<file path="src/rtl/dual_quadrature_distance_counter_top_macros.svh">
// Assertion helpers for the dual quadrature distance counter.
// Each expects a clock named clk and an active-low reset named arst_n in scope.
`ifndef DUAL_QUADRATURE_DISTANCE_COUNTER_TOP_MACROS_SVH
`define DUAL_QUADRATURE_DISTANCE_COUNTER_TOP_MACROS_SVH

`ifndef ASSERT_OFF
`define DQDC_ASSERT_IMPL(lbl, ante, cons) \
	lbl: assert property (@(posedge clk) disable iff (!arst_n) (ante) |-> (cons)) \
		else $error("dqdc assertion failed");
`define DQDC_ASSERT_NEXT(lbl, ante, cons) \
	lbl: assert property (@(posedge clk) disable iff (!arst_n) (ante) |=> (cons)) \
		else $error("dqdc assertion failed");
`else
`define DQDC_ASSERT_IMPL(lbl, ante, cons)
`define DQDC_ASSERT_NEXT(lbl, ante, cons)
`endif

`endif

</file>
<file path="src/rtl/dqdc_pkg.sv">
`timescale 1ns / 1ps

package dqdc_pkg;

	localparam int COUNT_BITS_DEF = 32;
	localparam int SCALE_W        = 16;
	localparam int DIST_W         = 48;
	localparam int HALF_W         = 32;
	localparam int ACTION_W       = 2;

	// 40 mm radius, 960 counts per turn, two half counts per count, Q0.16
	localparam logic [SCALE_W-1:0] MM_PER_HALF_COUNT_RST = 16'd8578;

	localparam logic [ACTION_W-1:0] ACT_SAMPLE    = 2'd0;
	localparam logic [ACTION_W-1:0] ACT_CLR_LEFT  = 2'd1;
	localparam logic [ACTION_W-1:0] ACT_CLR_RIGHT = 2'd2;

	typedef struct packed {
		logic [ACTION_W-1:0] action;
		logic                a_left;
		logic                b_left;
		logic                a_right;
		logic                b_right;
	} dqdc_item_t;

endpackage

</file>
<file path="src/rtl/dual_quadrature_distance_counter_top.sv">
`timescale 1ns / 1ps
`include "dual_quadrature_distance_counter_top_macros.svh"

// Two-wheel x2 quadrature decoder. Each request either samples both encoders'
// A/B levels or clears one wheel's count; every request yields one result with
// both saturating half-count totals and both distances (count times
// cfg mm_per_half_count, signed Q.16 mm). The first sample after reset only
// captures the A levels. Throughput is one request per clock while the output
// is not stalled; a result passes the input register, the counter register,
// and the result register behind the single scale multiplier per wheel before
// it is offered. Write the scale only while no request is in flight.
module dual_quadrature_distance_counter_top import dqdc_pkg::*; #(
	parameter int COUNT_BITS = COUNT_BITS_DEF
) (
	input  logic           clk,
	input  logic           arst_n,
	input  logic           cfg_we,
	input  logic [15:0]    cfg_wdata,      // mm_per_half_count
	input  logic           s_axis_tvalid,
	output logic           s_axis_tready,
	input  logic [7:0]     s_axis_tdata,   // a_left, b_left, a_right, b_right, zero pad
	input  logic [1:0]     s_axis_tuser,   // action
	output logic           m_axis_tvalid,
	input  logic           m_axis_tready,
	output logic [159:0]   m_axis_tdata    // left_distance, right_distance,
	                                       // left_half_counts, right_half_counts
);

	logic [SCALE_W-1:0]           mm_q;
	dqdc_item_t                   item_in, item_s1;
	logic                         valid_s1, valid_s2, m_valid_q;
	logic                         rdy_out, rdy2, fire, load;
	logic signed [COUNT_BITS-1:0] left_cnt_s2, right_cnt_s2;
	logic signed [DIST_W-1:0]     left_dist_q, right_dist_q;
	logic signed [HALF_W-1:0]     left_half_q, right_half_q;

	assign item_in.action  = s_axis_tuser;
	assign item_in.a_left  = s_axis_tdata[0];
	assign item_in.b_left  = s_axis_tdata[1];
	assign item_in.a_right = s_axis_tdata[2];
	assign item_in.b_right = s_axis_tdata[3];

	assign rdy_out       = !m_valid_q || m_axis_tready;
	assign rdy2          = !valid_s2 || rdy_out;
	assign load          = valid_s2 && rdy_out;
	assign fire          = valid_s1 && rdy2;
	assign s_axis_tready = !valid_s1 || rdy2;
	assign m_axis_tvalid = m_valid_q;
	assign m_axis_tdata  = {right_half_q, left_half_q, right_dist_q, left_dist_q};

	always_ff @(posedge clk or negedge arst_n) begin
		if (!arst_n) begin
			mm_q      <= MM_PER_HALF_COUNT_RST;
			valid_s1  <= 1'b0;
			valid_s2  <= 1'b0;
			m_valid_q <= 1'b0;
		end else begin
			if (cfg_we) begin
				mm_q <= cfg_wdata;
			end
			if (s_axis_tready) begin
				valid_s1 <= s_axis_tvalid;
			end
			if (rdy2) begin
				valid_s2 <= valid_s1;
			end
			if (rdy_out) begin
				m_valid_q <= valid_s2;
			end
		end
	end

	always_ff @(posedge clk) begin
		if (s_axis_tvalid && s_axis_tready) begin
			item_s1 <= item_in;
		end
	end

	dqdc_count #(
		.COUNT_BITS(COUNT_BITS)
	) u_count (
		.clk          (clk),
		.arst_n       (arst_n),
		.fire         (fire),
		.item         (item_s1),
		.left_cnt_s2  (left_cnt_s2),
		.right_cnt_s2 (right_cnt_s2)
	);

	dqdc_scale #(
		.COUNT_BITS(COUNT_BITS)
	) u_scale (
		.clk          (clk),
		.load         (load),
		.scale        (mm_q),
		.left_cnt     (left_cnt_s2),
		.right_cnt    (right_cnt_s2),
		.left_dist_q  (left_dist_q),
		.right_dist_q (right_dist_q),
		.left_half_q  (left_half_q),
		.right_half_q (right_half_q)
	);

	`DQDC_ASSERT_IMPL(a_in_open, !valid_s1, s_axis_tready)
	`DQDC_ASSERT_NEXT(a_clr_left, fire && (item_s1.action == ACT_CLR_LEFT), left_cnt_s2 == '0)
	`DQDC_ASSERT_NEXT(a_clr_right, fire && (item_s1.action == ACT_CLR_RIGHT), right_cnt_s2 == '0)
	`DQDC_ASSERT_NEXT(a_no_drop, valid_s2 && !m_valid_q, m_axis_tvalid)

endmodule

</file>
<file path="src/rtl/dqdc_count.sv">
`timescale 1ns / 1ps

module dqdc_count import dqdc_pkg::*; #(
	parameter int COUNT_BITS = COUNT_BITS_DEF
) (
	input  logic                         clk,
	input  logic                         arst_n,
	input  logic                         fire,
	input  dqdc_item_t                   item,
	output logic signed [COUNT_BITS-1:0] left_cnt_s2,
	output logic signed [COUNT_BITS-1:0] right_cnt_s2
);

	localparam logic signed [COUNT_BITS-1:0] CNT_MAX = {1'b0, {(COUNT_BITS-1){1'b1}}};
	localparam logic signed [COUNT_BITS-1:0] CNT_MIN = {1'b1, {(COUNT_BITS-1){1'b0}}};
	localparam logic signed [COUNT_BITS-1:0] ONE     = COUNT_BITS'(1);

	logic signed [COUNT_BITS-1:0] left_q, right_q;
	logic signed [COUNT_BITS-1:0] left_nxt, right_nxt;
	logic                         left_a_q, right_a_q, primed_q;
	logic                         left_a_nxt, right_a_nxt, primed_nxt;

	// move one half count up or down, hold at the range limits
	function automatic logic signed [COUNT_BITS-1:0] sat_step(
		input logic signed [COUNT_BITS-1:0] c,
		input logic                         up
	);
		logic signed [COUNT_BITS-1:0] r;
		if (up) begin
			r = (c == CNT_MAX) ? c : c + ONE;
		end else begin
			r = (c == CNT_MIN) ? c : c - ONE;
		end
		return r;
	endfunction

	always_comb begin
		left_nxt    = left_q;
		right_nxt   = right_q;
		left_a_nxt  = left_a_q;
		right_a_nxt = right_a_q;
		primed_nxt  = primed_q;
		unique case (item.action)
			ACT_SAMPLE: begin
				if (primed_q && (item.a_left != left_a_q)) begin
					left_nxt = sat_step(left_q, item.a_left == item.b_left);
				end
				// right wheel is mounted mirrored
				if (primed_q && (item.a_right != right_a_q)) begin
					right_nxt = sat_step(right_q, item.a_right != item.b_right);
				end
				left_a_nxt  = item.a_left;
				right_a_nxt = item.a_right;
				primed_nxt  = 1'b1;
			end
			ACT_CLR_LEFT: begin
				left_nxt = '0;
			end
			ACT_CLR_RIGHT: begin
				right_nxt = '0;
			end
			default: begin
			end
		endcase
	end

	always_ff @(posedge clk or negedge arst_n) begin
		if (!arst_n) begin
			left_q    <= '0;
			right_q   <= '0;
			left_a_q  <= 1'b0;
			right_a_q <= 1'b0;
			primed_q  <= 1'b0;
		end else if (fire) begin
			left_q    <= left_nxt;
			right_q   <= right_nxt;
			left_a_q  <= left_a_nxt;
			right_a_q <= right_a_nxt;
			primed_q  <= primed_nxt;
		end
	end

	always_ff @(posedge clk) begin
		if (fire) begin
			left_cnt_s2  <= left_nxt;
			right_cnt_s2 <= right_nxt;
		end
	end

endmodule

</file>
<file path="src/rtl/dqdc_scale.sv">
`timescale 1ns / 1ps

module dqdc_scale import dqdc_pkg::*; #(
	parameter int COUNT_BITS = COUNT_BITS_DEF
) (
	input  logic                         clk,
	input  logic                         load,
	input  logic [SCALE_W-1:0]           scale,
	input  logic signed [COUNT_BITS-1:0] left_cnt,
	input  logic signed [COUNT_BITS-1:0] right_cnt,
	output logic signed [DIST_W-1:0]     left_dist_q,
	output logic signed [DIST_W-1:0]     right_dist_q,
	output logic signed [HALF_W-1:0]     left_half_q,
	output logic signed [HALF_W-1:0]     right_half_q
);

	localparam int PROD_W = COUNT_BITS + SCALE_W + 1;
	localparam int DEXT_W = (PROD_W > DIST_W) ? PROD_W : DIST_W;
	localparam int HEXT_W = (COUNT_BITS > HALF_W) ? COUNT_BITS : HALF_W;

	localparam logic signed [DEXT_W-1:0] DIST_MAX =
		{{(DEXT_W-DIST_W+1){1'b0}}, {(DIST_W-1){1'b1}}};
	localparam logic signed [DEXT_W-1:0] DIST_MIN = ~DIST_MAX;
	localparam logic signed [HEXT_W-1:0] HALF_MAX =
		{{(HEXT_W-HALF_W+1){1'b0}}, {(HALF_W-1){1'b1}}};
	localparam logic signed [HEXT_W-1:0] HALF_MIN = ~HALF_MAX;

	logic signed [SCALE_W:0]   scale_s;
	logic signed [PROD_W-1:0]  left_prod, right_prod;

	function automatic logic signed [DIST_W-1:0] sat_dist(input logic signed [DEXT_W-1:0] v);
		logic signed [DEXT_W-1:0] r;
		if (v > DIST_MAX) begin
			r = DIST_MAX;
		end else if (v < DIST_MIN) begin
			r = DIST_MIN;
		end else begin
			r = v;
		end
		return r[DIST_W-1:0];
	endfunction

	function automatic logic signed [HALF_W-1:0] sat_half(input logic signed [HEXT_W-1:0] v);
		logic signed [HEXT_W-1:0] r;
		if (v > HALF_MAX) begin
			r = HALF_MAX;
		end else if (v < HALF_MIN) begin
			r = HALF_MIN;
		end else begin
			r = v;
		end
		return r[HALF_W-1:0];
	endfunction

	assign scale_s    = $signed({1'b0, scale});
	assign left_prod  = PROD_W'(left_cnt) * PROD_W'(scale_s);
	assign right_prod = PROD_W'(right_cnt) * PROD_W'(scale_s);

	always_ff @(posedge clk) begin
		if (load) begin
			left_dist_q  <= sat_dist(DEXT_W'(left_prod));
			right_dist_q <= sat_dist(DEXT_W'(right_prod));
			left_half_q  <= sat_half(HEXT_W'(left_cnt));
			right_half_q <= sat_half(HEXT_W'(right_cnt));
		end
	end

endmodule
</file>
<file path="config.mk">
export PLATFORM = sky130hd
export DESIGN_NAME = dual_quadrature_distance_counter_top
export DESIGN_NICKNAME = d
export VERILOG_FILES = /design/src/rtl/dqdc_pkg.sv /design/src/rtl/dual_quadrature_distance_counter_top.sv /design/src/rtl/dqdc_count.sv /design/src/rtl/dqdc_scale.sv
export VERILOG_INCLUDE_DIRS = /design/src /design/src/rtl
export SDC_FILE = /design/constraint.sdc
export NUM_CORES = 2
export LEC_CHECK = 0
export BUFFER_PORTS_ARGS = -buffer_cell sky130_fd_sc_hd__buf_2
export CORE_ASPECT_RATIO = 0.8
export CORE_UTILIZATION = 30
export CTS_CLUSTER_SIZE = 40
export DETAILED_ROUTE_END_ITERATION = 10
export GPL_ROUTABILITY_DRIVEN = 0
export PLACE_DENSITY = 0.52
export SYNTH_ARGS = -nofsm -noshare
export SYNTH_HDL_FRONTEND = slang
export SYNTH_SLANG_ARGS = --single-unit
</file>
<file path="constraint.sdc">
create_clock -name clk -period 6.8 [get_ports clk]
set_input_delay 1.36 -clock clk [delete_from_list [all_inputs] [get_ports clk]]
set_output_delay 1.36 -clock clk [all_outputs]
set_load 0.05 [all_outputs]
</file>
### After elaboration in Yosys (flattened, before gate mapping)

Cells that the tools add are included.

| word-level totals | value |
|---|---|
| flip-flop bits (word level) | 316 |
| bits of input ports | 31 |
| output and inout port bits | 162 |
| word-level logic and storage cells | 71 |

| cells by class | value |
|---|---|
| add/subtract/negate cells | 4 |
| multipliers | 2 |
| magnitude comparators | 8 |
| equal/unequal tests | 10 |
| mux-type cells | 14 |
| reductions and logical operators | 13 |

Operator list:

| operator | number |
|---|---|
| two-way mux 32 bit | 10 |
| == test 32 bit (second input constant) | 4 |
| case mux 32 bit (2 select lines) | 2 |
| greater-than comparator 49 x 48 -> 1 bit (second input constant) | 2 |
| less-than comparator 49 x 48 -> 1 bit (second input constant) | 2 |
| multiplier 32 x 17 -> 49 bit | 2 |
| two-way mux 48 bit | 2 |
| adder 32 x 2 -> 32 bit (second input constant) | 2 |
| greater-than comparator 32 bit (second input constant) | 2 |
| less-than comparator 32 bit (second input constant) | 2 |
| subtractor 32 x 2 -> 32 bit (second input constant) | 2 |
| logical AND 1 bit | 5 |
| zero test 1 bit | 3 |
| logical OR 1 bit | 3 |
| inequality test 1 bit | 3 |
| == test 2 x 1 -> 1 bit (second input constant) | 1 |
| == test 2 bit (second input constant) | 1 |
| zero test 2 bit | 1 |
| AND reduction 2 bit | 1 |
| == test 1 bit | 1 |

### Logic depth before layout (Yosys ltp)

| logic depth | value |
|---|---|
| depth after elaboration | 5 |
| gate-level depth with buffers | 27 |
| gate-level depth less buffers | 24 |

### Cells and area by module

From an unflattened synthesis, not the netlist that was laid out.

| second synthesis, totals | value |
|---|---|
| cells, all modules | 5638 |
| area, all modules | 51993.6 µm² |

By module, submodules not included:

| module | times used | cells each | area an instance (µm²) | sequential area each (µm²) |
|---|---|---|---|---|
| dqdc_scale | 1 | 4604 | 42579.6 | 4804.6 |
| dqdc_count | 1 | 982 | 8444.3 | 3598.5 |
| dual_quadrature_distance_counter_top | 1 | 52 | 969.7 | 660.6 |

### Least setup slack after synthesis

Ideal clock, no wire load.

| timing path | value |
|---|---|
| path type | register -> register |
| from | reg mm_q[8] |
| to | reg u_scale.right_dist_q[30] (data pin) |
| library setup time | 0.271 ns |
| arrival | 6.735 ns |
| required time | 6.529 ns |
| path slack | -0.206 ns |
| cell stages (with the launch flop) | 25 |
| path buffers | 4 |
| period minus slack after synthesis | 7.006 ns |
| cell sequence | dfstp_2 -> clkbuf_1 -> clkbuf_1 -> nand2_1 -> fa_1 -> inv_1 -> fa_1 -> fa_1 -> fa_1 -> fa_1 -> inv_1 -> fa_1 -> inv_1 -> ha_1 -> clkbuf_1 -> and3_1 -> and4_1 -> o21ai_0 -> a21oi_1 -> o21ai_1 -> o41ai_1 -> xnor2_1 -> nor2_1 -> clkbuf_1 -> o21ai_0 |

| between the ends | value |
|---|---|
| cells in the longest elaborated chain, start to end | 3 |
| elaborated cells between the ends (all ways) | 4 |
| classes of those cells | mul (1); order compare (2); mux (1) |

RTL lines:

| what | RTL line | source |
|---|---|---|
| start: declaration | dual_quadrature_distance_counter_top.sv:29 | `logic [SCALE_W-1:0] mm_q;` |
| start signal: assignment | dual_quadrature_distance_counter_top.sv:59 | `mm_q <= cfg_wdata;` |
| multiplier 32 x 17 -> 49 bit (*) | dqdc_scale.sv:57 | `assign right_prod = PROD_W'(right_cnt) * PROD_W'(scale_s);` |
| less-than comparator 49 x 48 -> 1 bit | dqdc_scale.sv:35 | `end else if (v < DIST_MIN) begin` |
| two-way mux 48 bit | dqdc_scale.sv:35 |  |
| end signal: assignment | dqdc_scale.sv:62 | `right_dist_q <= sat_dist(DEXT_W'(right_prod));` |
| end: declaration | dqdc_scale.sv:12 | `output logic signed [DIST_W-1:0] right_dist_q,` |

Every way passes the cells marked *; elsewhere a longest branch is shown, timed or not.
A chain may end at the register's enable or synchronous reset.

### Final worst setup path

| timing path | value |
|---|---|
| from | reg mm_q[7] |
| to | reg u_scale.left_dist_q[45] (data pin) |

| between the ends | value |
|---|---|
| cells in the longest elaborated chain, start to end | 3 |
| elaborated cells between the ends (all ways) | 4 |
| classes of those cells | mul (1); order compare (2); mux (1) |

RTL lines:

| what | RTL line | source |
|---|---|---|
| multiplier 32 x 17 -> 49 bit (*) | dqdc_scale.sv:56 | `assign left_prod = PROD_W'(left_cnt) * PROD_W'(scale_s);` |
| less-than comparator 49 x 48 -> 1 bit | dqdc_scale.sv:35 |  |
| two-way mux 48 bit | dqdc_scale.sv:35 |  |
| end signal: assignment | dqdc_scale.sv:61 | `left_dist_q <= sat_dist(DEXT_W'(left_prod));` |
| end: declaration | dqdc_scale.sv:11 | `output logic signed [DIST_W-1:0] left_dist_q,` |

Marks and branches as above.

==> run summary <==
GRT Residual Overflow - 0
Slowest-stage cell, CP - dfstp_2
Setup TNS - -3.384 ns
Hold WC Path Type - reg2reg
Initial core utilization - 0.3025
Maximum clock frequency - 144.3 MHz
Endpoint type of the worst setup path - flip-flop
Worst-path fanout max - 8
Top post-synthesis cells by area - fa_1 (38%), edfxtp_1 (13%), inv_1 (9.0%)
Top FF cell, synth - edfxtp_1
Largest net degree at the start of global routing - 65
Drt wl/cell - 18.24 um
Buf+Inv Stages, Crit Path - 10
Met2 routed WL - 66.28 mm
Final HPWL from detailed placement - 118.8 mm
Area grow syn2layout - 23.67%
Vias per cell - 4.669
First-pass GRT wire length - 238.0 mm
R2r worst-path depth - 24
Fin crit period - 6.932 ns
CP most frequent cell - fa_1
Clock Tree Buf Depth - 3
Core Area - 169,400 sq um
Pre-Repair DR Iteration Count - 8
Syn Inst Count - 5,592
Post-synthesis average cell area - 9.164 sq um
CP peak stage delay - 0.61 ns
Initial antenna violation count - 4
Cell variety after synth - 84
Die Ht - 371.7 um
Final Max Tran Viols - 0
M1 wire length - 74.95 mm
DR vias - 39,350
Leading cell type in the layout, fill and taps excluded - inv_1
Synth Register Bits - 316
Core Util, Final - 0.3741
Die W - 464.1 um
Synth Cell Area - 51,240 sq um
DIE AREA - 172,500 sq um
CTS tree - done
Worst EP arrival - 7.42 ns
Share of layout cells above drive strength 1 - 0.2134
Routed Wire Length - 153.8 mm
Clock tree sinks - 316
Vias in the first global route - 40,890
DR top layer - met4
CP delay by family, top - adder cells
Final setup viols - 70
Cell area after layout - 63,380 sq um
Clk_lat worst skew - 0.67 ns
Final nets - 7,376
Port Buffers - 188
Top cell type by total area after synthesis - fa_1
Period utilization - 1.019
Crit. path cell count - 24
Flop2flop setup slack - -0.13 ns
Status - complete, but fails checks
RSZ-0062 raised after global routing - true
Hold_ws - 0.4907 ns
Syn_nets - 6,841
DR iter-0 viols - 2,457
Crit path launch type - flip-flop
Std-Cell Rows - 135
Most frequent cells in the layout - inv_1 (1,196), fa_1 (949), nand2_1 (732), buf_4 (535), and2_1 (453)
Top-Level Pins - 193
Tot GR Track Use - 0.1778
Register area share after synthesis - 0.1769
Crit-path cells - buf_6 -> buf_12 -> buf_12 -> and2_1 -> fa_1 -> inv_1 -> fa_1 -> fa_1 -> inv_1 -> fa_1 -> fa_1 -> inv_1 -> fa_2 -> inv_2 -> ha_4 -> buf_4 -> nand4_1 -> or3_4 -> o211a_1 -> or3_4 -> buf_6 -> or2_4 -> buf_12 -> a21oi_2
Root Buffer - clkbuf_16
Hold Path Depth - 1
Post-synth EDFFs - 230
Instance area after placement - 58,850 sq um
Fillers - 17,110
Top-area cell type share of the netlist area - 0.3821
Relative slew slack - 0.2592
DR WL met3 - 8.921 mm
Final hold violations - 0
H-tree depth - 2
# Max-Cap Violations - 0
Worst path required time - 7.29 ns
Final ANT Viol Nets - 0
Yosys warns - 0
Setup CP Type - reg2reg
Least-Margin Pin Slew - 1.108 ns
Failing checks - design-rule violations, negative setup slack
Clk slew on worst S/H paths - 0.06 ns
Ys async rst share - 0.2722
Setup ws final - -0.1319 ns
Num CTS Buffers - 45
Worst Skew - 0.04671 ns
DRC Markers - 60
==> state kept, by name, summed over array words and instances, names as in the netlist <==
signal	count
u_count.left_cnt_s2	32
u_count.right_q	32
mm_q	16
u_count.left_q	32
u_scale.left_dist_q	48
valid_s2	1
item_s1	6
u_count.left_a_q	1
u_scale.right_half_q	32
u_count.right_cnt_s2	32
u_count.primed_q	1
valid_s1	1
m_axis_tvalid	1
u_count.right_a_q	1
u_scale.right_dist_q	48
u_scale.left_half_q	32
==> final cells by class <==
type / instances / area [sq um] / area share
Clock inverter: 30 / 309.0 / 0.004876
Sequential cell: 316 / 9079 / 0.1433
Timing Repair Buffer: 856 / 7462 / 0.1177
Clock buffer: 53 / 1187 / 0.01874
Antenna cell: 5 / 12.51 / 0.0001974
Tap cell: 2260 / 2828 / 0.04462
Multi-Input combinational cell: 3682 / 37890 / 0.5979
Inverter: 1226 / 4608 / 0.07271
==> path summary, 6_finish.rpt <==
check	start	end
max	mm_q[7]$_DFFE_PN1P_	u_scale.left_dist_q[45]$_SDFFCE_PN1P_
min reg2reg	valid_s1$_DFFE_PN0N_	valid_s2$_DFFE_PN0P_
min	valid_s1$_DFFE_PN0N_	valid_s2$_DFFE_PN0P_
max in group asynchronous	arst_n	mm_q[3]$_DFFE_PN0P_
max reg2reg	mm_q[7]$_DFFE_PN1P_	u_scale.left_dist_q[45]$_SDFFCE_PN1P_
min in group asynchronous	arst_n	u_count.left_q[3]$_DFFE_PN0P_
==> timing repair <==
action,CTS,global route
endpoints found under the setup margin,95,94
gates resized for setup,264,243
hold buffers,0,0
pin swaps,45,101
cloned,7,16
buffers inserted,44,15
==> kinds of logic after synthesis <==
family | share of synthesized area
compound gates | 0.07276
xor+xnor | 0.02837
fa+ha+maj | 0.4413
buf+inv | 0.1172
flops | 0.1769
mux | 0.003955
simple gates | 0.1596
==> cell usage after synthesis, types with 15 or more instances <==
cell type,count
clkbuf_1,352
o21bai_1,18
nand3_1,53
edfxtp_1,230
dfrtp_1,82
nand2_1,746
nand4_1,44
a21oi_1,169
ha_1,240
xor2_1,53
nor2_1,153
fa_1,978
or3_1,31
a21o_1,57
inv_1,1226
mux2_2,18
a31oi_1,29
xnor2_1,113
o211ai_1,15
o21ai_0,196
nor4_1,18
and2_1,472
and3_1,24
nor3_1,43
o31ai_1,27
==> metrics by stage <==
| step | setup WS, ns | cells |
|---|---|---|
| final | -0.1319 | 8428 |
| after global routing | -0.2993 | 8426 |
| after CTS | -0.05787 | 8396 |
| after detailed placement | -0.5629 | 8267 |
| after global placement | -0.4900 | 8267 |
| after floorplan | 0.02576 | 5592 |
==> layer usage <==
layer  vias up  GRT usage
li1      18050          -
met1     20140     0.2635
met2      1000     0.2694
met3       156    0.02796
met4         0    0.04223
met5         -          0
Power is not shown: default switching activity piles up to over one toggle a cycle in this logic, so the estimate is an artifact.
